### src/design/m4cm_pkg.sv
// ---------------------------------------------------------------------------
// m4cm_pkg
// Types, constants and arithmetic helpers of the 4x4 matrix chain multiplier.
// ---------------------------------------------------------------------------
`default_nettype none

package m4cm_pkg;

    // Geometry and widths
    localparam int DIM        = 4;
    localparam int ELEM_W     = 32;
    localparam int ACC_W      = 48;
    localparam int PROD_W     = 2 * ELEM_W;
    localparam int IDX_W      = $clog2(DIM);
    localparam int KIND_W     = 2;
    localparam int IN_DATA_W  = DIM * ELEM_W;
    localparam int OUT_FLD_W  = DIM * ELEM_W + IDX_W + 1;
    localparam int OUT_DATA_W = ((OUT_FLD_W + 7) / 8) * 8;
    localparam int PAD_W      = OUT_DATA_W - OUT_FLD_W;

    // Output queue
    localparam int FIFO_DEPTH = 8;
    localparam int FIFO_AW    = $clog2(FIFO_DEPTH);
    localparam int CNT_W      = $clog2(FIFO_DEPTH + 1);
    localparam int MAX_RES    = DIM;

    localparam logic signed [ELEM_W-1:0] ONE_Q16 = 32'sh0001_0000;

    // Item kinds
    localparam logic [KIND_W-1:0] KIND_FIRST = 2'd0;
    localparam logic [KIND_W-1:0] KIND_NEXT  = 2'd1;
    localparam logic [KIND_W-1:0] KIND_VEC   = 2'd2;

    // Per-step control that travels down the lane pipeline
    typedef struct packed {
        logic              valid;
        logic [KIND_W-1:0] kind;
        logic [IDX_W-1:0]  step;
        logic [IDX_W-1:0]  row;
        logic              first;
        logic              closing;
    } t_ctl;

    // Element saturated to 32 bits plus its overflow flag
    typedef struct packed {
        logic                     ovf;
        logic signed [ELEM_W-1:0] val;
    } t_sat;

    // One result item
    typedef struct packed {
        logic [DIM-1:0][ELEM_W-1:0] res;
        logic [IDX_W-1:0]           row;
        logic                       is_vector;
        logic                       last;
        logic                       ovf;
    } t_res_item;

    // 48-bit add that saturates at -2^47 and 2^47-1
    function automatic logic signed [ACC_W-1:0] f_add_sat48(
        input logic signed [ACC_W-1:0] a,
        input logic signed [ACC_W-1:0] b
    );
        logic [ACC_W:0] s;
        s = {a[ACC_W-1], a} + {b[ACC_W-1], b};
        if (s[ACC_W] != s[ACC_W-1]) begin
            return s[ACC_W] ? {1'b1, {(ACC_W-1){1'b0}}} : {1'b0, {(ACC_W-1){1'b1}}};
        end
        return s[ACC_W-1:0];
    endfunction

    // Saturate an accumulator value to 32 bits signed
    function automatic t_sat f_sat32(input logic signed [ACC_W-1:0] v);
        t_sat r;
        if ((&v[ACC_W-1:ELEM_W-1]) || !(|v[ACC_W-1:ELEM_W-1])) begin
            r.ovf = 1'b0;
            r.val = v[ELEM_W-1:0];
        end else begin
            r.ovf = 1'b1;
            r.val = v[ACC_W-1] ? {1'b1, {(ELEM_W-1){1'b0}}} : {1'b0, {(ELEM_W-1){1'b1}}};
        end
        return r;
    endfunction

endpackage

`default_nettype wire

### src/design/m4cm_lane.sv
// ---------------------------------------------------------------------------
// m4cm_lane
// One column lane: holds column j of the product and of the accumulator,
// runs one registered 32x32 multiply per cycle and the row update.
// ---------------------------------------------------------------------------
`default_nettype none

module m4cm_lane
    import m4cm_pkg::*;
(
    input  wire logic                     i_clk,
    input  wire logic                     i_rst_n,
    input  wire logic [IDX_W-1:0]         i_lane,     // column this lane owns
    input  wire logic [IDX_W-1:0]         i_rd_step,  // product row to read
    output logic signed [ELEM_W-1:0]      o_p_rd,
    input  wire logic signed [ELEM_W-1:0] i_a,
    input  wire logic signed [ELEM_W-1:0] i_b,
    input  wire t_ctl                     i_c1,       // control aligned with product
    input  wire t_ctl                     i_c2,       // control aligned with new acc
    output logic signed [ACC_W-1:0]       o_t,
    output t_sat                          o_res
);

    logic signed [ELEM_W-1:0] r_p_col [DIM];
    logic signed [ACC_W-1:0]  r_acc [DIM];
    logic signed [PROD_W-1:0] r_prod;
    logic signed [ACC_W-1:0]  r_new;
    t_sat                     r_res;

    logic signed [ACC_W-1:0]  w_base;
    logic signed [ACC_W-1:0]  n_acc;
    t_sat                     w_sat;

    assign o_p_rd = r_p_col[i_rd_step];

    // Exact Q32.32 product, truncated toward minus infinity by dropping 16 bits
    always_ff @(posedge i_clk) begin
        r_prod <= PROD_W'(i_a) * PROD_W'(i_b);
    end
    assign o_t = r_prod[PROD_W-1:PROD_W-ACC_W];

    // Row update; the first row of a matrix treats the accumulator as zero
    always_comb begin
        w_base = i_c1.first ? '0 : r_acc[i_c1.step];
        if (i_c1.kind == KIND_FIRST) begin
            n_acc = (i_c1.step == i_c1.row) ? o_t : w_base;
        end else begin
            n_acc = f_add_sat48(w_base, o_t);
        end
    end

    always_ff @(posedge i_clk) begin
        if (i_c1.valid && (i_c1.kind != KIND_VEC)) begin
            r_acc[i_c1.step] <= n_acc;
            r_new            <= n_acc;
        end
    end

    // Closing row: saturate, load the product and hand the element on
    assign w_sat = f_sat32(r_new);

    always_ff @(posedge i_clk) begin
        if (i_c2.valid && i_c2.closing) begin
            r_res <= w_sat;
        end
    end
    assign o_res = r_res;

    always_ff @(posedge i_clk) begin
        if (!i_rst_n) begin
            for (int i = 0; i < DIM; i++) begin
                r_p_col[i] <= (IDX_W'(i) == i_lane) ? ONE_Q16 : '0;
            end
        end else if (i_c2.valid && i_c2.closing) begin
            r_p_col[i_c2.step] <= w_sat.val;
        end
    end

endmodule

`default_nettype wire

### config.mk
export PLATFORM = sky130hd
export DESIGN_NAME = m4cm_lane
export DESIGN_NICKNAME = d
export VERILOG_FILES = /design/src/design/m4cm_pkg.sv /design/src/design/m4cm_lane.sv
export SDC_FILE = /design/constraint.sdc
export NUM_CORES = 2
export LEC_CHECK = 0
export BUFFER_PORTS_ARGS = -buffer_cell sky130_fd_sc_hd__buf_2
export CAP_MARGIN = 15
export CORE_ASPECT_RATIO = 0.75
export CORE_MARGIN = 3
export CORE_UTILIZATION = 59
export DETAILED_ROUTE_END_ITERATION = 16
export PLACE_DENSITY = 0.79
export SYNTH_ARGS = -nofsm -noshare
export SYNTH_HDL_FRONTEND = slang
export SYNTH_SLANG_ARGS = --single-unit
### constraint.sdc
create_clock -name i_clk -period 10.1 [get_ports i_clk]
set_clock_uncertainty 0.05 [all_clocks]
set_input_delay 2.02 -clock i_clk [delete_from_list [all_inputs] [get_ports i_clk]]
set_output_delay 2.02 -clock i_clk [all_outputs]
set_load 0.03 [all_outputs]
# Word-level counts from Yosys, hierarchy flattened

Memories as Yosys holds them, arrays and structs flattened.
Index checks and enable logic that the tools add are counted.

Memories kept: 2
Output and inout port bits: 113
Bits in registers: 145
Word-level logic and storage cells: 46
Memory bits (writable): 320
Bits of input ports: 88

Add/sub/neg operators: 1
Reduce and logical (&&, ||, !) cells: 9
Eq/ne operators: 6
$mul: 1
Muxes and demuxes: 23

Memory list:

| memory  | depth | bits a word | rd ports | clocked after memory_dff | wr ports | RTL line        | text |
|---|---|---|---|---|---|---|---|
| r_acc   | 4     | 48          | 1        | 0                        | 1        | m4cm_lane.sv:25 | `logic signed [ACC_W-1:0] r_acc [DIM];` |
| r_p_col | 4     | 32          | 1        | 0                        | 4        | m4cm_lane.sv:24 | `logic signed [ELEM_W-1:0] r_p_col [DIM];` |

Operators by type and width:

| operator                                      | count |
|---|---|
| 2-to-1 mux 48 bit                             | 6 |
| 2-to-1 mux 17 bit                             | 4 |
| multiplier 32 x 32 -> 64 bit                  | 1 |
| 2-to-1 mux 32 bit                             | 2 |
| adder 48 x 48 -> 49 bit                       | 1 |
| 2-to-1 mux 33 bit                             | 1 |
| OR reduction 32 bit                           | 1 |
| AND reduction 17 bit                          | 1 |
| OR reduction 17 bit                           | 1 |
| 2-to-1 mux 1 bit                              | 9 |
| == test 2 bit (first input constant)          | 2 |
| logical NOT 2 bit                             | 2 |
| == test 1 x 2 -> 1 bit (first input constant) | 1 |
| == test 2 bit                                 | 1 |
| logical AND 1 bit                             | 2 |
| 2-to-1 mux 2 bit                              | 1 |
| inequality test 2 bit (second input constant) | 1 |
| logical NOT 1 bit                             | 1 |
| logical OR 1 bit                              | 1 |
| inequality test 1 bit                         | 1 |

# Longest topological paths before layout

An unclocked memory read counts as a cell.

Word-level depth: 8
Depth in mapped cells: 29
Mapped depth without buffers: 27

# Worst setup path after synthesis

No wires, ideal clock.

Kind: in2reg
Start: input i_b[2]
End: register r_prod[60]
Buffers on the path: 1
Setup slack: 0.292 ns
Setup time: 0.072 ns
Data required time: 9.978 ns
Stages: 24
Arrival: 9.686 ns
Cell sequence: clkbuf_1 -> nand2_1 -> inv_1 -> fa_1 -> fa_1 -> fa_1 -> inv_1 -> fa_1 -> inv_1 -> fa_1 -> fa_1 -> inv_1 -> fa_1 -> fa_1 -> inv_1 -> ha_1 -> a21o_1 -> a21o_1 -> or3_1 -> a211o_1 -> a31o_2 -> a221o_1 -> a21oi_1 -> xnor2_1

Cells in the longest elaborated chain, start to end: 1

Ends and longest elaborated chain:

| what                         | RTL line        | text |
|---|---|---|
| start, declared              | m4cm_lane.sv:17 | `input wire logic signed [ELEM_W-1:0] i_b,` |
| multiplier 32 x 32 -> 64 bit | m4cm_lane.sv:38 | `r_prod <= PROD_W'(i_a) * PROD_W'(i_b);` |
| end signal, assigned         | m4cm_lane.sv:38 |  |
| end, declared                | m4cm_lane.sv:26 | `logic signed [PROD_W-1:0] r_prod;` |

Every way passes these cells.
A chain may end at the register's enable or synchronous reset.

# Worst setup path in the final report

Start: input i_b[8]
End: register r_prod[58]

The elaborated chain is that of the path after synthesis.

==> results.md <==
- Largest net degree at the start of global routing: 51
- Nets: 6652
- Setup-failing EPs final: 0
- Commonest cells in the netlist: fa_1, inv_1, nand2_1
- Longest Clk Path Bufs: 3
- Worst-skew pair later-pin latency: 0.57 ns
- Crit-path max FO: 24
- Starting DRT DRC Count: 3271
- Synthesized Nets: 6557
- Vias per inst: 5.812
- Hpwl dp: 111000 µm
- Residual DRC: 0
- Syn_area_per_cell: 10.73 µm²
- Clk sink count: 449
- Hold slack: 0.5893 ns
- Critical path data arrival time: 9.87 ns
- Netlist cell types: 80
- Area leader, netlist: fa_1
- Fin. Hold Viols: 0
- Fmax achieved: 0.1060 GHz
- Multi-input gate area: 0.03753 mm²
- Final Cycle Share: 0.9340
- All-Layer GR Usage: 0.3000
- Overflow after GRT: 0
- RSZ-0062 raised after global routing: no
- Most frequent cell after synthesis: fa_1
- Share of the synthesized area in the top cell type: 0.3912
- Die Wd: 359.7 µm
- I/O pins: 201
- Drt first pass iters: 6
- Area Growth Syn to Fin: 6.796%
- Detailed-route wire length per cell: 21.70 µm
- TNS Setup: 0 ns
- Setup CP Type: input pin to register
- Die ar.: 0.09759 mm²
- Ys async rst share: 0
- Core Area: 0.09225 mm²
- CTS tree: done
- Hold-fix buffers, CTS: 0
- Gpl congestion: 0.9360
- Cells after Synth: 5159
- Worst-margin pin slew: 1.017 ns
- Die height: 271.3 µm
- Tmin final: 9.433 ns
- Post-synthesis sequential area ratio: 0.2348
- Clock slew at reported path FFs: 0.07 ns
- Synth Flop Type: edfxtp_1
- Inserted Clock Buffers: 37
- Setup crit start kind: input pin
- Port buffer count: 194
- Final wirelength: 141200 µm
- Finished Core Util: 0.6410
- Max cap viols: 0
- Initial Util: 0.6002
- Crit. End Element: register
- Postcts setup bufs: 0
- First-pass GRT wire length: 228800 µm
- Via count of the first global-routing pass: 41620
- FF+latch count, synth: 449
- Layout cells sized above 1: 0.09657
- DP Worst Slack: 0.1245 ns
- Initial antenna violation count: 3
- H-tree depth: 2
- Status: complete, no violations
- Number of synthesized flops with an enable pin: 401
- Synth area leaders: fa_1, edfxtp_1, inv_1
- Slew Viols, Final: 0
- # fillers: 7038
- CP Data Required Time: 10.54 ns
- Worst hold-check path type: register to register
- Slew headroom: 0.3206
- Detail Route Antenna Nets: 0
- Synth Cell Area: 0.05537 mm²
- Clock Root Buffer: clkbuf_16
- Vias post-DR: 37830
- Final worst slack: 0.6667 ns
- Seq. cell area: 0.01300 mm²
- YS warnings: 0
- Num rows: 96
- CTS-repair resized insts: 0
## layer usage
layer,vias up,wire (µm),global-route usage
met3,314,14950,0.06730
met5,-,0,0
met4,0,4547,0.09308
met2,2018,65380,0.4744
met1,19430,56360,0.4191
li1,16070,-,-
## flip-flops by register name, indices dropped and copies added, names as in the netlist
register  count
r_prod       48
o_res        33
r_new        48
r_acc       192
r_p_col     128
## stage by stage
step / cell area [µm²] / cells
after floorplan: 55370 / 5159
after global placement: 57910 / 6440
after detailed placement: 57910 / 6440
after CTS: 59120 / 6506
after global routing: 59130 / 6509
final: 59130 / 6509
## cell type report
| type | instances | share of cell area |
|---|---|---|
| multi-input cells | 3430 | 0.6347 |
| well taps | 1225 | 0.02592 |
| repair buffers | 338 | 0.03559 |
| diodes | 3 | 0.0001270 |
| inverters | 998 | 0.06336 |
| flip-flops and latches | 449 | 0.2199 |
| clock inverters | 23 | 0.004380 |
| clock buffers | 43 | 0.01604 |
## layout by cell type, fill, tap and decap left out, types with 17 or more instances in the layout
cell	n
fa_1	1082
inv_1	997
nand2_1	604
and2_1	511
edfxtp_1	401
ha_1	228
nor2_1	221
buf_2	193
buf_4	141
a21oi_1	131
mux4_2	80
xnor2_1	71
nor2b_1	60
dfxtp_1	48
a21o_1	46
o21ai_0	46
xor2_1	37
clkbuf_16	37
o22ai_1	31
nand3_1	24
nand4_1	22
mux2i_1	20
and3_1	17
nand2b_1	17
## worst max-delay path: stages
cell and delay [ns]:
buf_2 0.56, nand2_1 0.17, fa_1 0.57, inv_1 0.06, fa_1 0.43, fa_1 0.49
inv_1 0.05, fa_1 0.49, inv_1 0.07, fa_1 0.51, inv_1 0.06, fa_1 0.53
inv_1 0.05, fa_1 0.49, fa_1 0.42, ha_1 0.33, nand4_1 0.08, nor2_1 0.14
nand3_1 0.09, o21a_1 0.26, a211o_2 0.41, buf_4 0.15, a31oi_1 0.44, a211o_1 0.25
a31o_2 0.21, a31oi_1 0.13, o21bai_1 0.19, xor2_1 0.18
## worst paths after layout
path	from	to	slack (ns)	depth (start not counted)
max	i_b[8]	r_prod[58]	0.67	28
min	r_new[24]	o_res[24]	0.59	2
max reg2reg	r_acc[3][0]	r_new[3]	4.83	16
min reg2reg	r_new[24]	o_res[24]	0.59	2
## cell families after synthesis
logic type | count (synthesis) | share of synthesized area
adder cells (fa/ha/maj) | 1310 | 0.4428
multiplexers | 100 | 0.03616
flip-flops | 449 | 0.2348
XOR/XNOR | 108 | 0.01708
buffers and inverters | 1280 | 0.08814
AND/OR/NAND/NOR | 1528 | 0.1355
AO/OA/AOI/OAI | 384 | 0.04554
Power is not shown: default switching activity piles up to over one toggle a cycle in this logic, so the estimate is an artifact.
