### src/design/m4cm_pkg.sv
// ---------------------------------------------------------------------------
// m4cm_pkg
// Types, constants and arithmetic helpers of the 4x4 matrix chain multiplier.
// ---------------------------------------------------------------------------
`default_nettype none

package m4cm_pkg;

    // Geometry and widths
    localparam int DIM        = 4;
    localparam int ELEM_W     = 32;
    localparam int ACC_W      = 48;
    localparam int PROD_W     = 2 * ELEM_W;
    localparam int IDX_W      = $clog2(DIM);
    localparam int KIND_W     = 2;
    localparam int IN_DATA_W  = DIM * ELEM_W;
    localparam int OUT_FLD_W  = DIM * ELEM_W + IDX_W + 1;
    localparam int OUT_DATA_W = ((OUT_FLD_W + 7) / 8) * 8;
    localparam int PAD_W      = OUT_DATA_W - OUT_FLD_W;

    // Output queue
    localparam int FIFO_DEPTH = 8;
    localparam int FIFO_AW    = $clog2(FIFO_DEPTH);
    localparam int CNT_W      = $clog2(FIFO_DEPTH + 1);
    localparam int MAX_RES    = DIM;

    localparam logic signed [ELEM_W-1:0] ONE_Q16 = 32'sh0001_0000;

    // Item kinds
    localparam logic [KIND_W-1:0] KIND_FIRST = 2'd0;
    localparam logic [KIND_W-1:0] KIND_NEXT  = 2'd1;
    localparam logic [KIND_W-1:0] KIND_VEC   = 2'd2;

    // Per-step control that travels down the lane pipeline
    typedef struct packed {
        logic              valid;
        logic [KIND_W-1:0] kind;
        logic [IDX_W-1:0]  step;
        logic [IDX_W-1:0]  row;
        logic              first;
        logic              closing;
    } t_ctl;

    // Element saturated to 32 bits plus its overflow flag
    typedef struct packed {
        logic                     ovf;
        logic signed [ELEM_W-1:0] val;
    } t_sat;

    // One result item
    typedef struct packed {
        logic [DIM-1:0][ELEM_W-1:0] res;
        logic [IDX_W-1:0]           row;
        logic                       is_vector;
        logic                       last;
        logic                       ovf;
    } t_res_item;

    // 48-bit add that saturates at -2^47 and 2^47-1
    function automatic logic signed [ACC_W-1:0] f_add_sat48(
        input logic signed [ACC_W-1:0] a,
        input logic signed [ACC_W-1:0] b
    );
        logic [ACC_W:0] s;
        s = {a[ACC_W-1], a} + {b[ACC_W-1], b};
        if (s[ACC_W] != s[ACC_W-1]) begin
            return s[ACC_W] ? {1'b1, {(ACC_W-1){1'b0}}} : {1'b0, {(ACC_W-1){1'b1}}};
        end
        return s[ACC_W-1:0];
    endfunction

    // Saturate an accumulator value to 32 bits signed
    function automatic t_sat f_sat32(input logic signed [ACC_W-1:0] v);
        t_sat r;
        if ((&v[ACC_W-1:ELEM_W-1]) || !(|v[ACC_W-1:ELEM_W-1])) begin
            r.ovf = 1'b0;
            r.val = v[ELEM_W-1:0];
        end else begin
            r.ovf = 1'b1;
            r.val = v[ACC_W-1] ? {1'b1, {(ELEM_W-1){1'b0}}} : {1'b0, {(ELEM_W-1){1'b1}}};
        end
        return r;
    endfunction

endpackage

`default_nettype wire

### src/design/m4cm_out_fifo.sv
// ---------------------------------------------------------------------------
// m4cm_out_fifo
// Result queue with slot reservation, so that the lane pipeline never
// has to stall once an item is taken.
// ---------------------------------------------------------------------------
`default_nettype none

module m4cm_out_fifo
    import m4cm_pkg::*;
(
    input  wire logic             i_clk,
    input  wire logic             i_rst_n,
    input  wire logic             i_push,
    input  wire t_res_item        i_item,
    input  wire logic             i_take,   // input transaction this cycle
    input  wire logic [CNT_W-1:0] i_need,   // slots that transaction reserves
    output logic                  o_room,
    output logic                  o_valid,
    input  wire logic             i_ready,
    output t_res_item             o_item
);

    t_res_item          r_mem [FIFO_DEPTH];
    logic [FIFO_AW-1:0] r_wr, r_rd;
    logic [CNT_W-1:0]   r_cnt;
    logic [CNT_W-1:0]   r_credit;
    logic               w_pop;

    assign o_valid = (r_cnt != '0);
    assign w_pop   = o_valid && i_ready;
    assign o_item  = r_mem[r_rd];
    assign o_room  = (r_credit >= CNT_W'(MAX_RES));

    always_ff @(posedge i_clk) begin
        if (i_push) begin
            r_mem[r_wr] <= i_item;
        end
    end

    // Pointers, fill count and unreserved slots
    always_ff @(posedge i_clk) begin
        if (!i_rst_n) begin
            r_wr     <= '0;
            r_rd     <= '0;
            r_cnt    <= '0;
            r_credit <= CNT_W'(FIFO_DEPTH);
        end else begin
            if (i_push) begin
                r_wr <= r_wr + 1'b1;
            end
            if (w_pop) begin
                r_rd <= r_rd + 1'b1;
            end
            r_cnt    <= r_cnt + CNT_W'(i_push) - CNT_W'(w_pop);
            r_credit <= r_credit - (i_take ? i_need : '0) + CNT_W'(w_pop);
        end
    end

endmodule

`default_nettype wire

### config.mk
export PLATFORM = sky130hd
export DESIGN_NAME = m4cm_out_fifo
export DESIGN_NICKNAME = d
export VERILOG_FILES = /design/src/design/m4cm_pkg.sv /design/src/design/m4cm_out_fifo.sv
export SDC_FILE = /design/constraint.sdc
export NUM_CORES = 1
export LEC_CHECK = 0
export ABC_AREA = 0
export BUFFER_PORTS_ARGS = -buffer_cell sky130_fd_sc_hd__buf_2
export CAP_MARGIN = 0
export CELL_PAD_IN_SITES_DETAIL_PLACEMENT = 0
export CELL_PAD_IN_SITES_GLOBAL_PLACEMENT = 1
export CORE_MARGIN = 1.5
export CORE_UTILIZATION = 58
export CTS_BUF_LIST = sky130_fd_sc_hd__clkbuf_16
export DETAILED_ROUTE_END_ITERATION = 12
export PLACE_DENSITY_LB_ADDON = 0.2
export SYNTH_ARGS = -nofsm -noshare
export SYNTH_HDL_FRONTEND = slang
export SYNTH_SLANG_ARGS = --single-unit
### constraint.sdc
create_clock -name i_clk -period 33.3 [get_ports i_clk]
set_input_delay 6.66 -clock i_clk [delete_from_list [all_inputs] [get_ports i_clk]]
set_output_delay 6.66 -clock i_clk [all_outputs]
set_load 0.005 [all_outputs]
# Word-level counts from Yosys, hierarchy flattened
# Memories as Yosys holds them, arrays and structs flattened. A register that Yosys moved wholly into a read port is not among the register bits.
# Index checks and enable logic that the tools add are counted.
[op_classes] add_sub_neg=6 n_lt_le_gt_ge=1 mux=5 reduce_logical=2
[op_table] op="$add 4x1->4" count=2
[op_table] op="$add 3x1->3 const B" count=2
[op_table] op="$mux 3" count=2
[op_table] op="$ge 4x3->1 const B" count=1
[op_table] op="$mux 4" count=1
[op_table] op="$reduce_bool 4->1" count=1
[op_table] op="$sub 4x1->4" count=1
[op_table] op="$sub 4x4->4" count=1
[op_table] op="$mux 1" count=2
[op_table] op="$logic_and 1x1->1" count=1
[totals] reg_bits=14 ram_bits=1064 output_inout_bits=135 elab_cells=19 mem_count=1
[mem_list] memory="r_mem" depth=8 width=133 rd=1 rd_ports_with_merged_regs=1 write_ports=1 line_no="m4cm_out_fifo.sv:23" source="t_res_item r_mem [FIFO_DEPTH];"

# Longest topological paths before layout
# Gate-level depths: netlist of run 1.
[depth] word_depth=4 ltp_mapped=11 mapped_depth_nobuf=11

# Worst setup path after synthesis of run 1
# Ideal clock, no wire load.
[synth_path] path_kind="input to register" startpoint="input i_push" endpoint="memory r_mem[0][0] (netlist bit) (enable)" setup_time_ns=0.788 arrival_ns=15.729 required_time_ns=32.512 path_slack_ns=16.783 cell_stages=2 path_buffers=0 cell_sequence="nand2b_1 nor3_1"
[synth_via] elab_chain_cells=2
[synth_lines] item="start: declaration" line_no="m4cm_out_fifo.sv:13" source="input wire logic i_push,"
[synth_lines] item="$mux 1" line_no="m4cm_out_fifo.sv:35" source="if (i_push) begin"
[synth_lines] item="$mux 1 (implied by the code)" line_no="m4cm_out_fifo.sv:36" source="r_mem[r_wr] <= i_item;"
[synth_lines] item="end: declaration" line_no="m4cm_out_fifo.sv:23"
# Every way passes these cells.

==> reports/qor.yml, run 1 <==
outcome: "complete, no violations"
numCtsBuffers: 107
via_count: 17930
first_pass_iters: 6
gp_congestion: 0.7019
post_drt_wl_per_cell_um: 25.84
antenna_found_initial: 16
num_rows: 97
core_area_mm2: 0.06991
cp-start-kind: "flip-flop"
area.growth.synth_to_final_pct: 14.29
fin_skew_ps: 11.67
whs_path_depth: 2
fp.dieW_um: 268.4
p_leak_nw: 15.00
p_per_area_mw_per_mm2: 67.59
cp.required_ps: 26640
cts_hold_buf: 0
wirelength_mm: 77.78
placed_cells_incl_taps: 2813
htreeDepth: 3
ys_warn_count: 0
post-route-period-util_pct: 33.23
layout_min_cycle_time_ps: 11060
yosys_register_bits: 1081
drt_iter0_markers: 1524
tightest_slew_ps: 1077
grt_pass1_vias: 18800
ant_nets: 0
hp-class: "reg2reg"
clkTransAtPathRegs_ps: 60
numPortBuffers: 276
worstSetupEndpointType: "output pin"
grt_pass1_wl_mm: 115.5
cts_tree: "done"
crit_fanout: 51
final_cells: 3010
synth_ff_type: "edfxtp_1"
grt_max_degree: 134
synth-compound-area-share_pct: 0.1531
setup_viol: 0
die_area_mm2: 0.07206
synth_cell_type_count: 27
clockRootBuffer: "clkbuf_16"
track_usage_pct: 21.91
nets: 2137
syn_area_mm2: 0.04087
slew-limit-headroom_pct: 28.22
finalSetupTns_ps: 0
intPower_mw: 2.454
overflow: 0
synth_top_family_by_area: "multiplexers"
ir_worst_vdd_mv: 0.05089
drive_gt1_share_pct: 41.67
synthXorXnorAreaFrac_pct: 0.1500
die_h_um: 268.4
io_pins: 277
start_util_pct: 58.46
post-cts-setup-buffers: 0
cts.repair.resized: 0
synth.area.mux_share_pct: 18.45
drv_slew: 0
p_comb_share_pct: 13.6
insertion_delay_ps: 660
ys_seq_area_share_pct: 79.02
worstRegToRegCells: 4
hold_viol: 0
p_seq_share_pct: 49.4
postSynth.asyncResetShare_pct: 0
synth_adder_area_share_pct: 0.4348
rsz0062_at_grt: "no"
dp_hpwl_mm: 39.80
crit_arrival_ps: 4400
drv.max_cap_violation_count: 0
cts_sinks: 1081
synth_edf_count: 1064
vias_per_cell: 5.958
avgSynthCellArea_um2: 24.84
yosys.area_share.simple_pct: 0.4562
switching_share_pct: 22.27
drcViolationCount: 0
switchingPower_mw: 0.7032
syn_nets: 1800
power_frac_clock_pct: 37.0
clockBufferDepth: 3
synthCells: 1645
place_area_mm2: 0.04326
p_total_mw: 3.157
fin_area_mm2: 0.04670
crit_type: "reg2out"
max_freq_ghz: 0.09038
metrics by stage:
step	hold slack, ps	util (%)	setup WS, ps
global route	510.4	66.81	21790
finish	486.5	66.81	22240
floorplan	455.5	-	16780
detailed placement	475.4	61.88	22750
CTS	490.0	66.80	22030
global placement	453.5	61.88	22720
registers in the layout (all words and copies together), names as in the netlist, named ones only:
name,flops
r_credit,4
r_rd,3
r_wr,3
r_mem,1064
r_cnt,4
cell families (layout without fill, tap and decap cells):
| group | count (synthesis) | in the layout |
|---|---|---|
| flip-flops | 1081 | 1081 |
| AND/OR/NAND/NOR | 40 | 40 |
| multiplexers | 404 | 404 |
| XOR/XNOR | 7 | 7 |
| other | 0 | 4 |
| AO/OA/AOI/OAI | 12 | 12 |
| buffers and inverters | 88 | 509 |
| adder cells (fa/ha/maj) | 13 | 13 |
path summary, 6_finish.rpt:
| path | start | end | slack [ps] |
|---|---|---|---|
| min | r_rd[2] | flip-flop | 490 |
| max reg2reg | r_wr[0] | r_mem[5][98] | 30880 |
| min reg2reg | r_rd[2] | flip-flop | 490 |
| max | flip-flop | o_item[128] | 22240 |
per-layer routing:
| layer | share of wire, % | up-vias | track usage [%] | wire, um |
|---|---|---|---|---|
| li1 | - | 7706 | - | - |
| met5 | 0.21 | - | 0 | 162 |
| met2 | 51 | 472 | 35.90 | 39520 |
| met1 | 41 | 9620 | 30.29 | 32080 |
| met4 | 1.8 | 24 | 6.195 | 1372 |
| met3 | 6.0 | 111 | 4.694 | 4648 |
cells in the mapped netlist (all sizes together), types with 2 or more instances:
library cell	number	area [um^2]
mux4	266	5991
fa	2	40.04
mux2	133	1498
xnor2	2	17.52
dfxtp	17	340.3
nor3	2	10.01
nor2	13	48.80
buf	55	424.2
clkbuf	21	78.83
xor2	5	43.79
o21ai	3	15.01
nand2b	5	31.28
ha	11	137.6
inv	12	45.04
a21oi	8	40.04
nand2	10	37.54
nand3	4	20.02
mux2i	5	50.05
edfxtp	1064	31950
and2	2	12.51
worst max-delay path: stages (launching register included):
cell and delay, ps:
dfxtp_4 910, buf_4 800, buf_4 870, mux4_2 600, mux2_2 310, buf_2 140
power groups by stage:
| stage | Combinational, mW | Sequential (mW) | Clock [mW] |
|---|---|---|---|
| detailed placement | 0.437 | 1.59 | 0 |
| floorplan | 0.323 | 1.58 | 0 |
| global placement | 0.430 | 1.59 | 0 |
| finish | 0.430 | 1.56 | 1.17 |
| global route | 0.468 | 1.56 | 1.24 |
| CTS | 0.440 | 1.56 | 1.19 |
cell type report:
class / instances / area (um^2)
repair buffers: 304 / 1654
fillers: 4464 / 23200
diodes: 4 / 10.01
well taps: 940 / 1176
clock inverters: 85 / 733.2
inverters: 12 / 45.04
clock buffers: 108 / 2703
multi-input cells: 476 / 8082
flip-flops and latches: 1081 / 32300
layout by cell type (no fill, tap or decap), types with 6 or more instances in the layout:
cell type and n:
inv_1 33, mux2_2 133, nor2_4 6, nand2_1 10, bufinv_16 13, nor2_1 7, buf_2 276, inv_6 6
ha_1 11, clkinv_1 26, buf_4 23, mux4_2 266, dfxtp_1 14, a21oi_1 8, clkinv_2 15, edfxtp_1 1064
clkbuf_16 108
Note: power is estimated with default switching activity, not from simulation.
==> run 2, diff against run 1 <==
- CORE_UTILIZATION: 58 -> 48
- clock period: 33.3 -> 9.5 ns (I/O delays scaled with it)
==> run 2 against run 1 <==
  * Cell count increased by 6.9%
  * Total power increased to 3.5 times the previous value
  * Die area increased by 21%
  * Via count decreased by 0.51%
  * Global-route usage decreased by 2.8 points
  * Utilization decreased by 11 points
  * Cell area increased by 0.86%
  * Critical path depth unchanged
  * Setup slack got worse by 18000 ps
  * Sequential share of layout area decreased by 0.59 points
  * Highest routed layer unchanged
==> reports/qor.yml, run 2 (same netlist as run 1, synthesis figures left out) <==
outcome: "complete, no violations"
numPortBuffers: 276
nets: 2145
vias_per_cell: 5.546
clockRootBuffer: "clkbuf_16"
ant_nets: 0
insertion_delay_ps: 670
drv.max_cap_violation_count: 0
drv_slew: 0
tightest_slew_ps: 1083
slew-limit-headroom_pct: 27.78
grt_max_degree: 107
numCtsBuffers: 109
setup_viol: 0
first_pass_iters: 5
htreeDepth: 3
layout_commonest_cell: "edfxtp_1"
post_drt_wl_per_cell_um: 25.41
start_util_pct: 48.68
drcViolationCount: 0
drt_iter0_markers: 1268
fin_skew_ps: 31.25
core_area_mm2: 0.08395
gp_congestion: 0.7069
cts_sinks: 1081
top_register: "r_mem"
wirelength_mm: 81.74
max_freq_ghz: 0.1769
cp_common_cell: "buf_4"
hold_viol: 0
drive_gt1_share_pct: 42.05
grt_pass1_wl_mm: 121.9
overflow: 0
fp.dieW_um: 294.8
die_h_um: 294.8
finalSetupTns_ps: 0
dp_hpwl_mm: 44.64
utilization_pct: 56.11
clockBufferDepth: 3
io_pins: 277
track_usage_pct: 19.11
grt_pass1_vias: 19250
cts.repair.resized: 0
layout_min_cycle_time_ps: 5653
via_count: 17840
cp_slowest_cell: "buf_4"
cp_cell_sequence: "buf_4, buf_4, mux4_2, mux2_2, buf_2"
crit_arrival_ps: 3750
ir_worst_vdd_mv: 0.1637
worstSetupEndpointType: "output pin"
reg_top3: "r_mem x1064, r_cnt x4, r_credit x4"
die_area_mm2: 0.08690
cts_tree: "done"
crit_fanout: 66
max_stage_delay_ps: 860
p_leak_nw: 15.09
crit_type: "reg2out"
antenna_found_initial: 18
cp-start-kind: "flip-flop"
hp-class: "reg2reg"
post-cts-setup-buffers: 0
clkTransAtPathRegs_ps: 60
num_rows: 106
area.growth.synth_to_final_pct: 15.27
final_cell_mix: "edfxtp_1 (1064), buf_2 (276), mux4_2 (266)"
cts_hold_buf: 0
largest_reg_flops: 1064
post-route-period-util_pct: 59.50
p_per_area_mw_per_mm2: 237.5
rsz0062_at_grt: "no"
cp.required_ps: 7600
run 2: final cells by class:
class | count | area [um^2]
repair buffers | 310 | 1674
inverters | 12 | 45.04
clock buffers | 111 | 2778
diodes | 2 | 5.005
multi-input cells | 476 | 8094
well taps | 1134 | 1419
fillers | 6245 | 36850
flip-flops and latches | 1081 | 32300
clock inverters | 91 | 788.3
run 2: worst max-delay path, delay by kind of cell, from the launching register on:
kind	cells	cell delay (ps)
buffers and inverters	3	1680
DFF	1	640
muxes	2	710
run 2: where the power goes:
group          internal (mW)  switching, mW
logic                  0.817          0.716
registers               5.38         0.0718
clock network           2.44           1.76
total                   8.64           2.54
run 2: final timing paths:
kind	from	to	slack (ps)	depth (start not counted)
setup / recovery	flip-flop	o_item[124]	3850	5
hold / removal	r_rd[2]	flip-flop	490	2
setup reg to reg	r_wr[1]	r_mem[6][93]	6340	4
hold reg to reg	r_rd[2]	flip-flop	490	2
run 2: stage by stage:
step	hold WS, ps	setup WS [ps]	cells	area (um^2)	total power [mW]
2_1_floorplan	455.5	1316	1645	40880	6.656
3_3_place_gp	467.0	4518	3013	43530	7.107
3_5_place_dp	480.6	4505	3013	43530	7.131
4_1_cts	489.8	3753	3215	47100	11.34
5_1_grt	532.8	3691	3216	47100	11.62
6_report	485.4	3847	3217	47110	11.19
run 2: metal layers:
metal	global-route usage [%]	vias to the layer above	part of all wire, %
li1	-	7741	-
met1	25.75	9557	42
met2	31.36	378	50
met3	4.306	139	5.4
met4	5.607	26	2.1
met5	0	-	0.21
