`src/design/m4cm_pkg.sv`:
```
// ---------------------------------------------------------------------------
// m4cm_pkg
// Types, constants and arithmetic helpers of the 4x4 matrix chain multiplier.
// ---------------------------------------------------------------------------
`default_nettype none

package m4cm_pkg;

    // Geometry and widths
    localparam int DIM        = 4;
    localparam int ELEM_W     = 32;
    localparam int ACC_W      = 48;
    localparam int PROD_W     = 2 * ELEM_W;
    localparam int IDX_W      = $clog2(DIM);
    localparam int KIND_W     = 2;
    localparam int IN_DATA_W  = DIM * ELEM_W;
    localparam int OUT_FLD_W  = DIM * ELEM_W + IDX_W + 1;
    localparam int OUT_DATA_W = ((OUT_FLD_W + 7) / 8) * 8;
    localparam int PAD_W      = OUT_DATA_W - OUT_FLD_W;

    // Output queue
    localparam int FIFO_DEPTH = 8;
    localparam int FIFO_AW    = $clog2(FIFO_DEPTH);
    localparam int CNT_W      = $clog2(FIFO_DEPTH + 1);
    localparam int MAX_RES    = DIM;

    localparam logic signed [ELEM_W-1:0] ONE_Q16 = 32'sh0001_0000;

    // Item kinds
    localparam logic [KIND_W-1:0] KIND_FIRST = 2'd0;
    localparam logic [KIND_W-1:0] KIND_NEXT  = 2'd1;
    localparam logic [KIND_W-1:0] KIND_VEC   = 2'd2;

    // Per-step control that travels down the lane pipeline
    typedef struct packed {
        logic              valid;
        logic [KIND_W-1:0] kind;
        logic [IDX_W-1:0]  step;
        logic [IDX_W-1:0]  row;
        logic              first;
        logic              closing;
    } t_ctl;

    // Element saturated to 32 bits plus its overflow flag
    typedef struct packed {
        logic                     ovf;
        logic signed [ELEM_W-1:0] val;
    } t_sat;

    // One result item
    typedef struct packed {
        logic [DIM-1:0][ELEM_W-1:0] res;
        logic [IDX_W-1:0]           row;
        logic                       is_vector;
        logic                       last;
        logic                       ovf;
    } t_res_item;

    // 48-bit add that saturates at -2^47 and 2^47-1
    function automatic logic signed [ACC_W-1:0] f_add_sat48(
        input logic signed [ACC_W-1:0] a,
        input logic signed [ACC_W-1:0] b
    );
        logic [ACC_W:0] s;
        s = {a[ACC_W-1], a} + {b[ACC_W-1], b};
        if (s[ACC_W] != s[ACC_W-1]) begin
            return s[ACC_W] ? {1'b1, {(ACC_W-1){1'b0}}} : {1'b0, {(ACC_W-1){1'b1}}};
        end
        return s[ACC_W-1:0];
    endfunction

    // Saturate an accumulator value to 32 bits signed
    function automatic t_sat f_sat32(input logic signed [ACC_W-1:0] v);
        t_sat r;
        if ((&v[ACC_W-1:ELEM_W-1]) || !(|v[ACC_W-1:ELEM_W-1])) begin
            r.ovf = 1'b0;
            r.val = v[ELEM_W-1:0];
        end else begin
            r.ovf = 1'b1;
            r.val = v[ACC_W-1] ? {1'b1, {(ELEM_W-1){1'b0}}} : {1'b0, {(ELEM_W-1){1'b1}}};
        end
        return r;
    endfunction

endpackage

`default_nettype wire

```
`src/design/m4cm_merge.sv`:
```
// ---------------------------------------------------------------------------
// m4cm_merge
// Combines lane outputs: saturating sum of the lane terms for vectors,
// row assembly and overflow merge for product rows.
// ---------------------------------------------------------------------------
`default_nettype none

module m4cm_merge
    import m4cm_pkg::*;
(
    input  wire logic                     i_clk,
    input  wire logic                     i_rst_n,
    input  wire t_ctl                     i_c1,
    input  wire logic signed [ACC_W-1:0]  i_t [DIM],
    input  wire t_ctl                     i_c3,
    input  wire t_sat                     i_res [DIM],
    output logic                          o_push,
    output t_res_item                     o_item
);

    // Vector reduction pipeline, terms added in lane order
    logic                     r_v2_vld, r_v3_vld, r_v4_vld;
    logic [IDX_W-1:0]         r_v2_step, r_v3_step, r_v4_step;
    logic signed [ACC_W-1:0]  r_s01, r_t2, r_t3a;
    logic signed [ACC_W-1:0]  r_s012, r_t3b;
    logic signed [ACC_W-1:0]  r_sf;
    logic [ELEM_W-1:0]        r_vec [DIM-1];
    logic                     r_vovf;

    // Matrix row delay stage
    logic                     r_m_vld;
    logic [IDX_W-1:0]         r_m_step;
    logic [DIM-1:0][ELEM_W-1:0] r_m_res;
    logic                     r_m_ovf;

    t_sat                     w_el;
    logic                     w_vpush;
    logic                     w_any_ovf;

    always_ff @(posedge i_clk) begin
        if (!i_rst_n) begin
            r_v2_vld <= 1'b0;
            r_v3_vld <= 1'b0;
            r_v4_vld <= 1'b0;
            r_m_vld  <= 1'b0;
        end else begin
            r_v2_vld <= i_c1.valid && (i_c1.kind == KIND_VEC);
            r_v3_vld <= r_v2_vld;
            r_v4_vld <= r_v3_vld;
            r_m_vld  <= i_c3.valid && i_c3.closing;
        end
    end

    always_ff @(posedge i_clk) begin
        r_v2_step <= i_c1.step;
        r_s01     <= f_add_sat48(i_t[0], i_t[1]);
        r_t2      <= i_t[2];
        r_t3a     <= i_t[3];
        r_v3_step <= r_v2_step;
        r_s012    <= f_add_sat48(r_s01, r_t2);
        r_t3b     <= r_t3a;
        r_v4_step <= r_v3_step;
        r_sf      <= f_add_sat48(r_s012, r_t3b);
    end

    // Collect vector elements; the last one goes out straight from the sum
    assign w_el    = f_sat32(r_sf);
    assign w_vpush = r_v4_vld && (r_v4_step == IDX_W'(DIM - 1));

    always_ff @(posedge i_clk) begin
        if (r_v4_vld && !w_vpush) begin
            r_vec[r_v4_step] <= w_el.val;
            r_vovf <= (r_v4_step == '0) ? w_el.ovf : (r_vovf | w_el.ovf);
        end
    end

    // Product row: merge the lane overflow flags
    always_comb begin
        w_any_ovf = 1'b0;
        for (int j = 0; j < DIM; j++) begin
            w_any_ovf = w_any_ovf | i_res[j].ovf;
        end
    end

    always_ff @(posedge i_clk) begin
        r_m_step <= i_c3.step;
        r_m_ovf  <= w_any_ovf;
        for (int j = 0; j < DIM; j++) begin
            r_m_res[j] <= i_res[j].val;
        end
    end

    // Result item; vector and row pushes never coincide
    assign o_push = w_vpush | r_m_vld;

    always_comb begin
        if (w_vpush) begin
            for (int j = 0; j < DIM - 1; j++) begin
                o_item.res[j] = r_vec[j];
            end
            o_item.res[DIM-1] = w_el.val;
            o_item.row        = '0;
            o_item.is_vector  = 1'b1;
            o_item.last       = 1'b1;
            o_item.ovf        = r_vovf | w_el.ovf;
        end else begin
            o_item.res        = r_m_res;
            o_item.row        = r_m_step;
            o_item.is_vector  = 1'b0;
            o_item.last       = (r_m_step == IDX_W'(DIM - 1));
            o_item.ovf        = r_m_ovf;
        end
    end

endmodule

`default_nettype wire

```
`config.mk`:
```
export PLATFORM = sky130hd
export DESIGN_NAME = m4cm_merge
export DESIGN_NICKNAME = d
export VERILOG_FILES = /design/src/design/m4cm_pkg.sv /design/src/design/m4cm_merge.sv
export SDC_FILE = /design/constraint.sdc
export NUM_CORES = 1
export LEC_CHECK = 0
export BUFFER_PORTS_ARGS = -buffer_cell sky130_fd_sc_hd__buf_4
export CORE_AREA = 2 2 194 272
export DETAILED_ROUTE_END_ITERATION = 8
export DIE_AREA = 0 0 196 274
export GPL_TIMING_DRIVEN = 0
export PLACE_DENSITY = 0.67
export SYNTH_ARGS = -nofsm -noshare
export SYNTH_HDL_FRONTEND = slang
export SYNTH_SLANG_ARGS = --single-unit
export TNS_END_PERCENT = 50
```
`constraint.sdc`:
```
create_clock -name i_clk -period 3.78 [get_ports i_clk]
set_clock_uncertainty 0.1 [all_clocks]
set_input_delay 0.378 -clock i_clk [delete_from_list [all_inputs] [get_ports i_clk]]
set_output_delay 0.378 -clock i_clk [all_outputs]
set_load 0.005 [all_outputs]
```
After elaboration in Yosys (flattened, before gate mapping) --
Memory sizes are Yosys's and may differ from the RTL's. Cells that the tools add are included.
Storage, ports and cells: register bits 430, RAM bits 96, input bits 344, word-level logic and storage cells 63, memories 1
Memory list:
- r_vec | depth 3, bits a word 32, read ports 3, clocked after memory_dff 0, wr ports 1, line m4cm_merge.sv:27 | logic [ELEM_W-1:0] r_vec [DIM-1];
Operators by class: add/subtract/negate cells 3, equality and inequality tests 6, multiplexer cells 18, bitwise logic cells 5, reductions and logical operators 10
Operators by type and width (number):
- 2-to-1 mux 48 bit | 9
- adder 48 x 48 -> 49 bit | 3
- 2-to-1 mux 133 bit | 1
- 2-to-1 mux 33 bit | 1
- 2-to-1 mux 32 bit | 1
- AND reduction 17 bit | 1
- OR reduction 17 bit | 1
- == test 2 bit (second input constant) | 3
- 2-to-1 mux 1 bit | 6
- bitwise OR 1 bit | 5
- logical AND 1 bit | 4
- != test 1 bit | 3
- zero test 1 bit | 2
- zero test 2 bit | 1
- logical OR 1 bit | 1

Longest topological paths before layout --
Gate-level depths: netlist (run 1).
depth after elaboration 6, depth in mapped cells 15, depth with buffers taken out 13

Least setup slack after synthesis (run 1) --
OpenSTA, ideal clock, no wires.
kind register to register, start register r_v4_vld, end memory r_vec[0][0] (enable), data arrival time 2.754 ns, setup slack 0.459 ns, stages on the path, launching flop included 2, buffers on the path 0, clock period less this slack 3.321 ns, path through dfxtp_1 -> nor3b_1
On the way: cells in the longest elaborated chain, start to end 5
Ends and longest elaborated chain:
- from (decl) | line m4cm_merge.sv:22 | logic r_v2_vld, r_v3_vld, r_v4_vld;
- from (signal assigned) | line m4cm_merge.sv:49 | r_v4_vld <= r_v3_vld;
- logical AND 1 bit | line m4cm_merge.sv:68 | assign w_vpush = r_v4_vld && (r_v4_step == IDX_W'(DIM - 1));
- zero test 1 bit | line m4cm_merge.sv:71 | if (r_v4_vld && !w_vpush) begin
- logical AND 1 bit (*) | line m4cm_merge.sv:71
- 2-to-1 mux 1 bit (*) | line m4cm_merge.sv:71
- 2-to-1 mux 1 bit (not written as such) (*) | line m4cm_merge.sv:72 | r_vec[r_v4_step] <= w_el.val;
- to (decl) | line m4cm_merge.sv:27
Mark *: on every way between the ends. The rest lies on a longest branch, timed or not.

Worst setup path in the final report (run 1) --
start input i_t[104] in the netlist's numbering, end register r_s01[38]
On the way: cells in the longest elaborated chain, start to end 4
Ends and longest elaborated chain:
- from (decl) | line m4cm_merge.sv:14 | input wire logic signed [ACC_W-1:0] i_t [DIM],
- adder 48 x 48 -> 49 bit (*) | line m4cm_pkg.sv:65 | s = {a[ACC_W-1], a} + {b[ACC_W-1], b};
- 2-to-1 mux 48 bit / != test 1 bit (equally long branches) | line m4cm_pkg.sv:67, m4cm_pkg.sv:66
- 2-to-1 mux 48 bit / 2-to-1 mux 1 bit (equally long branches) | line m4cm_pkg.sv:66 | if (s[ACC_W] != s[ACC_W-1]) begin
- 2-to-1 mux 48 bit (*) | line m4cm_pkg.sv:69 | return s[ACC_W-1:0];
- to (signal assigned) | line m4cm_merge.sv:56 | r_s01 <= f_add_sat48(i_t[0], i_t[1]);
- to (decl) | line m4cm_merge.sv:24 | logic signed [ACC_W-1:0] r_s01, r_t2, r_t3a;
Mark *: on every way between the ends. The rest lies on a longest branch, timed or not. The select of a mux whose other input is x is not followed. A chain may end at the register's enable or synchronous reset.

==> impl_table.tex, run 1 <==
\begin{tabular}{lr}
\hline
Metric & Value \\
\hline
\multicolumn{2}{l}{\textbf{Floorplan}} \\
\quad Die area & 53700 µm² \\
\quad Horizontal die dimension & 196 µm \\
\quad Die Ht & 274 µm \\
\quad Effective utilization at floorplan & 44.2\% \\
\quad Core area & 51500 µm² \\
\quad Placement row count & 99 \\
\quad Num ports & around 480 \\
\multicolumn{2}{l}{\textbf{Drt}} \\
\quad Routed Antenna Nets & 0 \\
\quad Routed WL per cell & 18.3 µm \\
\quad Wire length after detailed routing & slightly above 70000 µm \\
\quad Total DRC errors in the routed layout & 0 \\
\quad Number of vias after detailed routing & 19700 \\
\quad Vias per cell & 5.10 \\
\quad DR pass1 iterations & 5 \\
\quad DRC violation total after the first TritonRoute iteration & 879 \\
\multicolumn{2}{l}{\textbf{Synthesis}} \\
\quad Net Count, Synth & 2892 \\
\quad Area share of the largest cell type after synthesis & around 38\% \\
\quad Leading cell types by total area after synthesis & sky130\_fd\_sc\_hd\_\_dfxtp\_1 (38\%), sky130\_fd\_sc\_hd\_\_edfxtp\_1 (13\%), sky130\_fd\_sc\_hd\_\_nand2\_1 (8.4\%) \\
\quad Most numerous cell types in the synthesized netlist & sky130\_fd\_sc\_hd\_\_nand2\_1 (509), sky130\_fd\_sc\_hd\_\_dfxtp\_1 (429), sky130\_fd\_sc\_hd\_\_a21oi\_1 (196) \\
\quad Register area share after synthesis & about half \\
\quad Number of distinct library cells after synthesis & 80 \\
\quad Count of flip-flops with a built-in enable after synthesis & 97 \\
\quad Post-synth ARST share & 0\% \\
\quad Synth warnings & 0 \\
\quad Register bit total from synthesis & about 530 \\
\quad Avg Synthesized Cell Area & 9.48 µm² \\
\quad Yosys top cell by area & sky130\_fd\_sc\_hd\_\_dfxtp\_1 \\
\quad Synthesized netlist cell count & 2401 \\
\quad Synthesized area & 22800 µm² \\
\quad Top FF cell, synth & sky130\_fd\_sc\_hd\_\_dfxtp\_1 \\
\quad Most instantiated library cell after synthesis & sky130\_fd\_sc\_hd\_\_nand2\_1 \\
\multicolumn{2}{l}{\textbf{GRT}} \\
\quad Global-route wire length before repair & 108000 µm \\
\quad Largest net degree at the start of global routing & 33 \\
\quad Via count of the first global-routing pass & roughly 20000 \\
\quad Global-route usage over all layers & roughly 25\% \\
\quad Aggregate global routing overflow & 0 \\
\quad Number of antenna violations at the first check in global routing & 6 \\
\multicolumn{2}{l}{\textbf{Clock tree}} \\
\quad Clock tree root driver cell & sky130\_fd\_sc\_hd\_\_clkbuf\_16 \\
\quad Clock slew at the register clock pins of the worst setup and hold paths & $\sim$60 ps \\
\quad Cts bufs inserted & between 40 and 50 \\
\quad Max clock buf depth & 3 \\
\quad H-tree depth reported by CTS & 2 \\
\quad Clock tree from TritonCTS & yes \\
\quad Worst-skew pair later-pin latency & 570 ps \\
\quad TritonCTS Sinks & 526 \\
\multicolumn{2}{l}{\textbf{Setup path}} \\
\quad Slowest cell delay on critical path & 600 ps \\
\quad Cell with the largest stage delay on the worst path & sky130\_fd\_sc\_hd\_\_or4\_1 \\
\quad Cells along the critical path & buf\_4 -> ha\_1 -> a211oi\_1 -> o21ai\_0 -> o32ai\_1 -> or4\_1 -> a211oi\_1 -> o211ai\_1 -> and2\_4 -> a211o\_1 -> buf\_6 -> nor2\_4 -> buf\_6 -> buf\_8 -> a21oi\_1 \\
\quad Worst-path fanout max & 10 \\
\quad Top cell family by delay on the critical path & compound AO/OA/AOI/OAI gates \\
\quad Critical path required time & approximately 4000 ps \\
\quad Data arrival time of the critical path & approximately 4000 ps \\
\quad Setup crit start kind & input pin \\
\quad CP Class & input pin to flop \\
\quad Critical path capture point type & flop \\
\quad WP buf/inv & 4 \\
\multicolumn{2}{l}{\textbf{Finish}} \\
\quad Core occupancy in the finished layout & between 60 and 70\% \\
\quad Fill cells & $\sim$4400 \\
\quad Filler-free cell count of the finished design & 3864 \\
\quad Ratio of cells with drive above 1 in the final layout & between 20\% and 30\% \\
\quad Total non-filler cell area in the finished layout & between 30000 and 40000 µm² \\
\quad Multi-input gate area & 10700 µm² \\
\quad Final \#Nets & 3654 \\
\quad Register area & 11500 µm² \\
\quad Area delta synth->final & 37.9\% \\
\multicolumn{2}{l}{\textbf{Placed design}} \\
\quad Post-detailed-placement cell area & 27200 µm² \\
\quad Post-DP HPWL & 54800 µm \\
\quad Number of placed instances, taps included & between 3000 and 4000 \\
\quad Count of buffers from port buffering & 468 \\
\quad Pre-CTS setup slack & -826 ps \\
\quad Final GP Congestion & 0.895 \\
\multicolumn{2}{l}{\textbf{Power}} \\
\quad Cell leakage power & around 14 nW \\
\quad Part of the total power dissipated in sequential elements & 36.0\% \\
\quad Fraction of power spent switching nets & 35.0\% \\
\quad Fraction of power consumed by combinational cells & 38.6\% \\
\quad Peak supply drop & 0.383 mV \\
\quad Internal power consumption & between 10 and 15 mW \\
\quad Clock network power share & between 20\% and 30\% \\
\quad Power per unit of standard cell area & 623 nW/µm² \\
\quad Switching pwr & 6.84 mW \\
\multicolumn{2}{l}{\textbf{Timing}} \\
\quad Maximum achievable frequency & 273 MHz \\
\quad Rel. slew slack & around 31\% \\
\quad Worst-margin pin slew & $\sim$1000 ps \\
\quad Endpoints failing setup & 0 \\
\quad Number of failing hold endpoints at the final stage & 0 \\
\quad Shortest clock period the worst path allows after layout & 3660 ps \\
\quad Final Worst Setup Slack & 120 ps \\
\quad Max-slew violation count & 0 \\
\quad Period Utilization, post-route & a little over nine tenths \\
\multicolumn{2}{l}{\textbf{Job}} \\
\quad Max\_cap viols & 0 \\
\multicolumn{2}{l}{\textbf{Outcome}} \\
\quad Status & finished, final reports clean \\
\multicolumn{2}{l}{\textbf{Worst hold path}} \\
\quad Path category of the worst min-delay check & input pin to flop \\
\hline
\end{tabular}
## kinds of logic after synthesis
group / Yosys count / share of synthesized area (%)
compound gates: 662 / 18.1
mux: 2 / 0.0880
flops: 526 / 50.5
buf+inv: 161 / 2.94
xor+xnor: 131 / 5.04
fa+ha+maj: 157 / 8.62
simple gates: 762 / 14.7
## worst reg2reg max path, cell delays in order (launching register included)
cell	delay, ps
sky130_fd_sc_hd__dfxtp_1	360
sky130_fd_sc_hd__ha_1	190
sky130_fd_sc_hd__inv_1	60
sky130_fd_sc_hd__fa_1	390
sky130_fd_sc_hd__nand2b_1	190
sky130_fd_sc_hd__a21oi_2	220
sky130_fd_sc_hd__o2111ai_1	180
sky130_fd_sc_hd__nand3_1	180
sky130_fd_sc_hd__a41oi_1	240
sky130_fd_sc_hd__o31ai_1	620
sky130_fd_sc_hd__a221o_1	370
sky130_fd_sc_hd__a31oi_1	130
sky130_fd_sc_hd__xor2_1	160
sky130_fd_sc_hd__o21ai_0	200
## stage by stage
stage          setup TNS, ps  hold WS, ps  total power [mW]
5_1_grt                 -106         85.8              20.8
6_report                   0         85.0              19.5
4_1_cts                -6.72         74.6              19.5
2_1_floorplan              0          210              12.1
3_5_place_dp          -61800          212              14.2
3_3_place_gp          -90110          213              14.2
## what timing repair did
action | 4_1_cts | 5_1_grt
setup endpoints to repair | 96 | 125
hold endpoints to repair | 233 | 0
buffers inserted | 2 | 6
pin swaps | 1 | 7
hold buffers | 235 | 0
gates resized for setup | 19 | 24
## layer usage
layer  vias up  share of wire [%]  global-route usage (%)
met5         -                  0                       0
met4         0                4.9                    11.8
met3       150                5.4                    4.31
met2       633                 53                    50.5
li1       9962                  -                       -
met1      8949                 37                    25.7
## registers in the layout (all words and copies together) (netlist names), 48 cells and up
name,cells
r_m_res,128
r_s01,48
r_s012,48
r_sf,48
r_t2,48
r_t3a,48
r_t3b,48
r_vec,96
## area by class of cell
type | count | area share (%)
well taps | 656 | 2.62
repair buffers | 715 | 19.1
multi-input cells | 1714 | 34.2
clock buffers | 70 | 4.54
clock inverters | 19 | 0.722
diodes | 6 | 0.0478
flip-flops and latches | 526 | 36.6
inverters | 38 | 0.455
plain buffers | 120 | 1.68
## placed cells by master, fill, tap and decap left out, types with 13 or more instances in the layout
cell	count
sky130_fd_sc_hd__nand2_1	508
sky130_fd_sc_hd__buf_4	480
sky130_fd_sc_hd__dfxtp_1	429
sky130_fd_sc_hd__dlygate4sd3_1	235
sky130_fd_sc_hd__a21oi_1	192
sky130_fd_sc_hd__o21ai_0	157
sky130_fd_sc_hd__ha_1	144
sky130_fd_sc_hd__a21o_1	122
sky130_fd_sc_hd__edfxtp_1	97
sky130_fd_sc_hd__clkbuf_1	91
sky130_fd_sc_hd__nor2_1	65
sky130_fd_sc_hd__xor2_1	65
sky130_fd_sc_hd__xnor2_1	64
sky130_fd_sc_hd__clkbuf_16	49
sky130_fd_sc_hd__inv_1	38
sky130_fd_sc_hd__nand4_1	36
sky130_fd_sc_hd__nand3_1	30
sky130_fd_sc_hd__a31oi_1	27
sky130_fd_sc_hd__and3_1	21
sky130_fd_sc_hd__o21a_1	21
sky130_fd_sc_hd__nand2b_1	19
sky130_fd_sc_hd__o21bai_1	18
sky130_fd_sc_hd__buf_2	17
sky130_fd_sc_hd__o211ai_1	14
sky130_fd_sc_hd__nor3_1	13
## power by group through the flow
stage	registers (mW)	clock network, mW	logic [mW]
6_report	7.04	4.96	7.55
2_1_floorplan	7.04	0	5.02
5_1_grt	7.12	5.27	8.40
3_3_place_gp	7.16	0	7.00
3_5_place_dp	7.16	0	7.06
4_1_cts	7.04	5.05	7.42
## path summary, 6_finish.rpt
check | cells past startpoint | startpoint | slack [ps] | endpoint
worst max register to register | 13 | r_s01[0] | 120 | r_s012[40]
worst max-delay path | 15 | i_t[104] | 120 | r_s01[38]
worst min register to register | 0 | r_t3a[42] | 220 | r_t3b[42]
worst min-delay path | 4 | i_t[144] | 80 | r_s01[0]
(Power assumes the default switching activity.)
==> run 2, diff against run 1 <==
--- a/config.mk
+++ b/config.mk
@@ -6,11 +6,13 @@
 export NUM_CORES = 1
 export LEC_CHECK = 0
 export BUFFER_PORTS_ARGS = -buffer_cell sky130_fd_sc_hd__buf_4
-export CORE_AREA = 2 2 194 272
+export CELL_PAD_IN_SITES_DETAIL_PLACEMENT = 0
+export CELL_PAD_IN_SITES_GLOBAL_PLACEMENT = 2
+export CORE_AREA = 2 2 225 316
 export DETAILED_ROUTE_END_ITERATION = 8
-export DIE_AREA = 0 0 196 274
+export DIE_AREA = 0 0 227 318
 export GPL_TIMING_DRIVEN = 0
-export PLACE_DENSITY = 0.67
+export PLACE_DENSITY_LB_ADDON = 0.1
 export SYNTH_ARGS = -nofsm -noshare
 export SYNTH_HDL_FRONTEND = slang
 export SYNTH_SLANG_ARGS = --single-unit
==> impl_table.tex, run 2 (synthesis results as in run 1) <==
\begin{tabular}{lr}
\hline
Metric & Value \\
\hline
\multicolumn{2}{l}{\textbf{Outcome}} \\
\quad Status & finished, final reports clean (unchanged) \\
\multicolumn{2}{l}{\textbf{Setup path}} \\
\quad Cell with the largest stage delay on the worst path & sky130\_fd\_sc\_hd\_\_o31ai\_1 (was sky130\_fd\_sc\_hd\_\_or4\_1) \\
\quad Cells along the critical path & ha\_1 -> inv\_1 -> fa\_1 -> nand2b\_1 -> a21oi\_2 -> o2111ai\_1 -> nand3\_1 -> a41oi\_2 -> o31ai\_1 -> a221o\_1 -> a21oi\_1 -> xor2\_1 -> o21ai\_0 (was buf\_4 -> ha\_1 -> a211oi\_1 -> o21ai\_0 -> o32ai\_1 -> or4\_1 -> a211oi\_1 -> o211ai\_1 -> and2\_4 -> a211o\_1 -> buf\_6 -> nor2\_4 -> buf\_6 -> buf\_8 -> a21oi\_1) \\
\quad Slowest cell delay on critical path & 650 ps (was 600 ps) \\
\quad Worst-path fanout max & 4 (was 10) \\
\quad Setup crit start kind & flop (was input pin) \\
\quad CP Class & flop to flop (was input pin to flop) \\
\quad Critical path capture point type & flop (unchanged) \\
\quad Data arrival time of the critical path & 4050 ps (was 4000 ps) \\
\quad Critical path required time & 4190 ps (was 4120 ps) \\
\multicolumn{2}{l}{\textbf{Clock tree}} \\
\quad Worst-skew pair later-pin latency & 610 ps (was 570 ps) \\
\quad Clock tree from TritonCTS & yes (unchanged) \\
\quad H-tree depth reported by CTS & 2 (unchanged) \\
\quad Max clock buf depth & 3 (unchanged) \\
\quad TritonCTS Sinks & 526 (unchanged) \\
\quad Clock tree root driver cell & sky130\_fd\_sc\_hd\_\_clkbuf\_16 (unchanged) \\
\quad Clock slew at the register clock pins of the worst setup and hold paths & 60 ps (about the same) \\
\quad Cts bufs inserted & 51 (was 48) \\
\multicolumn{2}{l}{\textbf{GRT}} \\
\quad Global-route wire length before repair & 114000 µm (was 108000 µm) \\
\quad Global-route usage over all layers & 20.5\% (was 25.5\%) \\
\quad Number of antenna violations at the first check in global routing & 12 (was 6) \\
\quad Largest net degree at the start of global routing & 33 (unchanged) \\
\quad Aggregate global routing overflow & 0 (unchanged) \\
\quad Via count of the first global-routing pass & 20500 (was 20300) \\
\multicolumn{2}{l}{\textbf{Floorplan}} \\
\quad Die area & 72200 µm² (was 53700 µm²) \\
\quad Num ports & 478 (unchanged) \\
\quad Placement row count & 115 (was 99) \\
\quad Die Ht & 318 µm (was 274 µm) \\
\quad Horizontal die dimension & 227 µm (was 196 µm) \\
\quad Core area & 69600 µm² (was 51500 µm²) \\
\quad Effective utilization at floorplan & 32.7\% (was 44.2\%) \\
\multicolumn{2}{l}{\textbf{Timing}} \\
\quad Number of failing hold endpoints at the final stage & 0 (unchanged) \\
\quad Period Utilization, post-route & 96.3\% (was 96.8\%) \\
\quad Unrepaired setup endpoints after global routing & no \\
\quad Aggregate negative setup slack & 0 ps (unchanged) \\
\quad Shortest clock period the worst path allows after layout & 3640 ps (was 3660 ps) \\
\quad Rel. slew slack & 33.9\% (was 31.2\%) \\
\quad Worst-margin pin slew & 990 ps (was 1030 ps) \\
\quad Maximum achievable frequency & 275 MHz (was 273 MHz) \\
\quad Endpoints failing setup & 0 (unchanged) \\
\quad Max-slew violation count & 0 (unchanged) \\
\multicolumn{2}{l}{\textbf{Power}} \\
\quad Cell leakage power & 14.0 nW (was 13.9 nW) \\
\quad Clock network power share & 26.1\% (was 25.4\%) \\
\quad Part of the total power dissipated in sequential elements & 35.3\% (was 36.0\%) \\
\quad Power per unit of standard cell area & 627 nW/µm² (was 623 nW/µm²) \\
\quad Fraction of power consumed by combinational cells & 38.6\% (about the same) \\
\quad Overall Power & 20.0 mW (was 19.5 mW) \\
\quad Switching pwr & 7.11 mW (was 6.84 mW) \\
\quad Internal power consumption & 12.9 mW (was 12.7 mW) \\
\quad Peak supply drop & 0.296 mV (was 0.383 mV) \\
\quad Fraction of power spent switching nets & 35.6\% (was 35.0\%) \\
\multicolumn{2}{l}{\textbf{Drt}} \\
\quad Routed Antenna Nets & 0 (unchanged) \\
\quad Vias per cell & 4.69 (was 5.10) \\
\quad Number of vias after detailed routing & 19500 (was 19700) \\
\quad Wire length after detailed routing & 75900 µm (was 70500 µm) \\
\quad Total DRC errors in the routed layout & 0 (unchanged) \\
\quad Routed WL per cell & 18.3 µm (about the same) \\
\quad DR pass1 iterations & 5 (unchanged) \\
\quad DRC violation total after the first TritonRoute iteration & 622 (was 879) \\
\multicolumn{2}{l}{\textbf{Finish}} \\
\quad Fill cells & 6829 (was 4407) \\
\quad Most used cells in the layout excluding fill and tap cells & sky130\_fd\_sc\_hd\_\_nand2\_1 (508), sky130\_fd\_sc\_hd\_\_buf\_4 (484), sky130\_fd\_sc\_hd\_\_dfxtp\_1 (429) (was sky130\_fd\_sc\_hd\_\_nand2\_1 (508), sky130\_fd\_sc\_hd\_\_buf\_4 (480), sky130\_fd\_sc\_hd\_\_dfxtp\_1 (429)) \\
\quad Most common library cell in the layout ignoring fill and taps & sky130\_fd\_sc\_hd\_\_nand2\_1 (unchanged) \\
\quad Largest regs & r\_m\_res x128, r\_vec x96 (unchanged) \\
\quad Area delta synth->final & 40.0\% (was 37.9\%) \\
\quad Largest register by flop count & r\_m\_res (unchanged) \\
\quad Final \#Nets & 3661 (was 3654) \\
\quad Largest register FFs & 128 (unchanged) \\
\quad Ratio of cells with drive above 1 in the final layout & 20.5\% (was 20.0\%) \\
\multicolumn{2}{l}{\textbf{Placed design}} \\
\quad Post-DP HPWL & 59900 µm (was 54800 µm) \\
\quad Final GP Congestion & 0.833 (was 0.895) \\
\quad Count of buffers from port buffering & 468 (unchanged) \\
\multicolumn{2}{l}{\textbf{Worst hold path}} \\
\quad Path category of the worst min-delay check & input pin to flop (unchanged) \\
\multicolumn{2}{l}{\textbf{Job}} \\
\quad Max\_cap viols & 0 (unchanged) \\
\hline
\end{tabular}
run 2: cell types whose count changed in the layout (fill, tap and decap cells not counted), moves of 3 or more:
cell	delta
sky130_fd_sc_hd__clkbuf_16	+5
sky130_fd_sc_hd__buf_4	+4
sky130_fd_sc_hd__clkinv_2	+4
sky130_fd_sc_hd__buf_2	-3
run 2: worst paths after layout:
path | depth (start not counted) | start | end | slack, ps
hold / removal | 4 | i_t[144] | r_s01[0] | 60
setup / recovery | 13 | r_s01[0] | r_s012[42] | 140
hold reg to reg | 0 | r_t3a[40] | r_t3b[40] | 230
setup reg to reg | 13 | r_s01[0] | r_s012[42] | 140
run 2: layout make-up:
class | count | area (µm²) | share of cell area (%)
Clock buffer | 73 | 1530 | 4.81
Timing Repair Buffer | 716 | 5970 | 18.7
Clock inverter | 21 | 205 | 0.644
Sequential cell | 526 | 11500 | 36.1
Multi-Input combinational cell | 1714 | 10800 | 33.8
Tap cell | 936 | 1170 | 3.67
Inverter | 38 | 143 | 0.448
Buffer | 123 | 548 | 1.72
Antenna cell | 5 | 12.5 | 0.0393
run 2: worst max-delay path: cells and delay by family, from the launching register on:
kind                     cells  cell delay (ps)
buffers and inverters        1               60
adder cells (fa/ha/maj)      2              580
AND/OR/NAND/NOR              2              370
flip-flops                   1              360
XOR/XNOR                     1              160
AO/OA/AOI/OAI                7             1940
run 2: per-layer routing:
layer  vias up  share of wire [%]  global-route usage [%]
li1       9968                  -                       -
met1      8890                 39                    21.9
met2       492                 53                    40.2
met3       119                4.9                    3.52
met4        14                2.7                    5.80
met5         -               0.12                       0
run 2: power by group through the flow:
| stage | clock (mW) | sequential (mW) | combinational, mW |
|---|---|---|---|
| final | 5.21 | 7.06 | 7.71 |
| after global routing | 5.56 | 7.14 | 8.66 |
| after CTS | 5.37 | 7.07 | 7.73 |
| after detailed placement | 0 | 7.18 | 7.29 |
| after global placement | 0 | 7.18 | 7.28 |
| after floorplan | 0 | 7.04 | 5.02 |
run 2: repair_timing:
item,in CTS,in global routing
pin swaps,5,4
buffers inserted,6,5
gates resized for setup,32,25
hold endpoints to repair,233,0
hold buffers,235,0
setup endpoints to repair,243,111
run 2: per-stage QoR:
step / cells / setup WS [ps] / util [%] / area, µm² / hold WS [ps]
floorplan: 2401 / 459 / - / 22800 / 210
global placement: 3805 / -892 / 39.4 / 27400 / 214
detailed placement: 3807 / -921 / 39.5 / 27500 / 212
CTS: 4142 / 29.9 / 45.6 / 31800 / 30.4
global route: 4152 / 5.69 / 45.8 / 31900 / 73.2
finish: 4152 / 141 / 45.8 / 31900 / 64.6
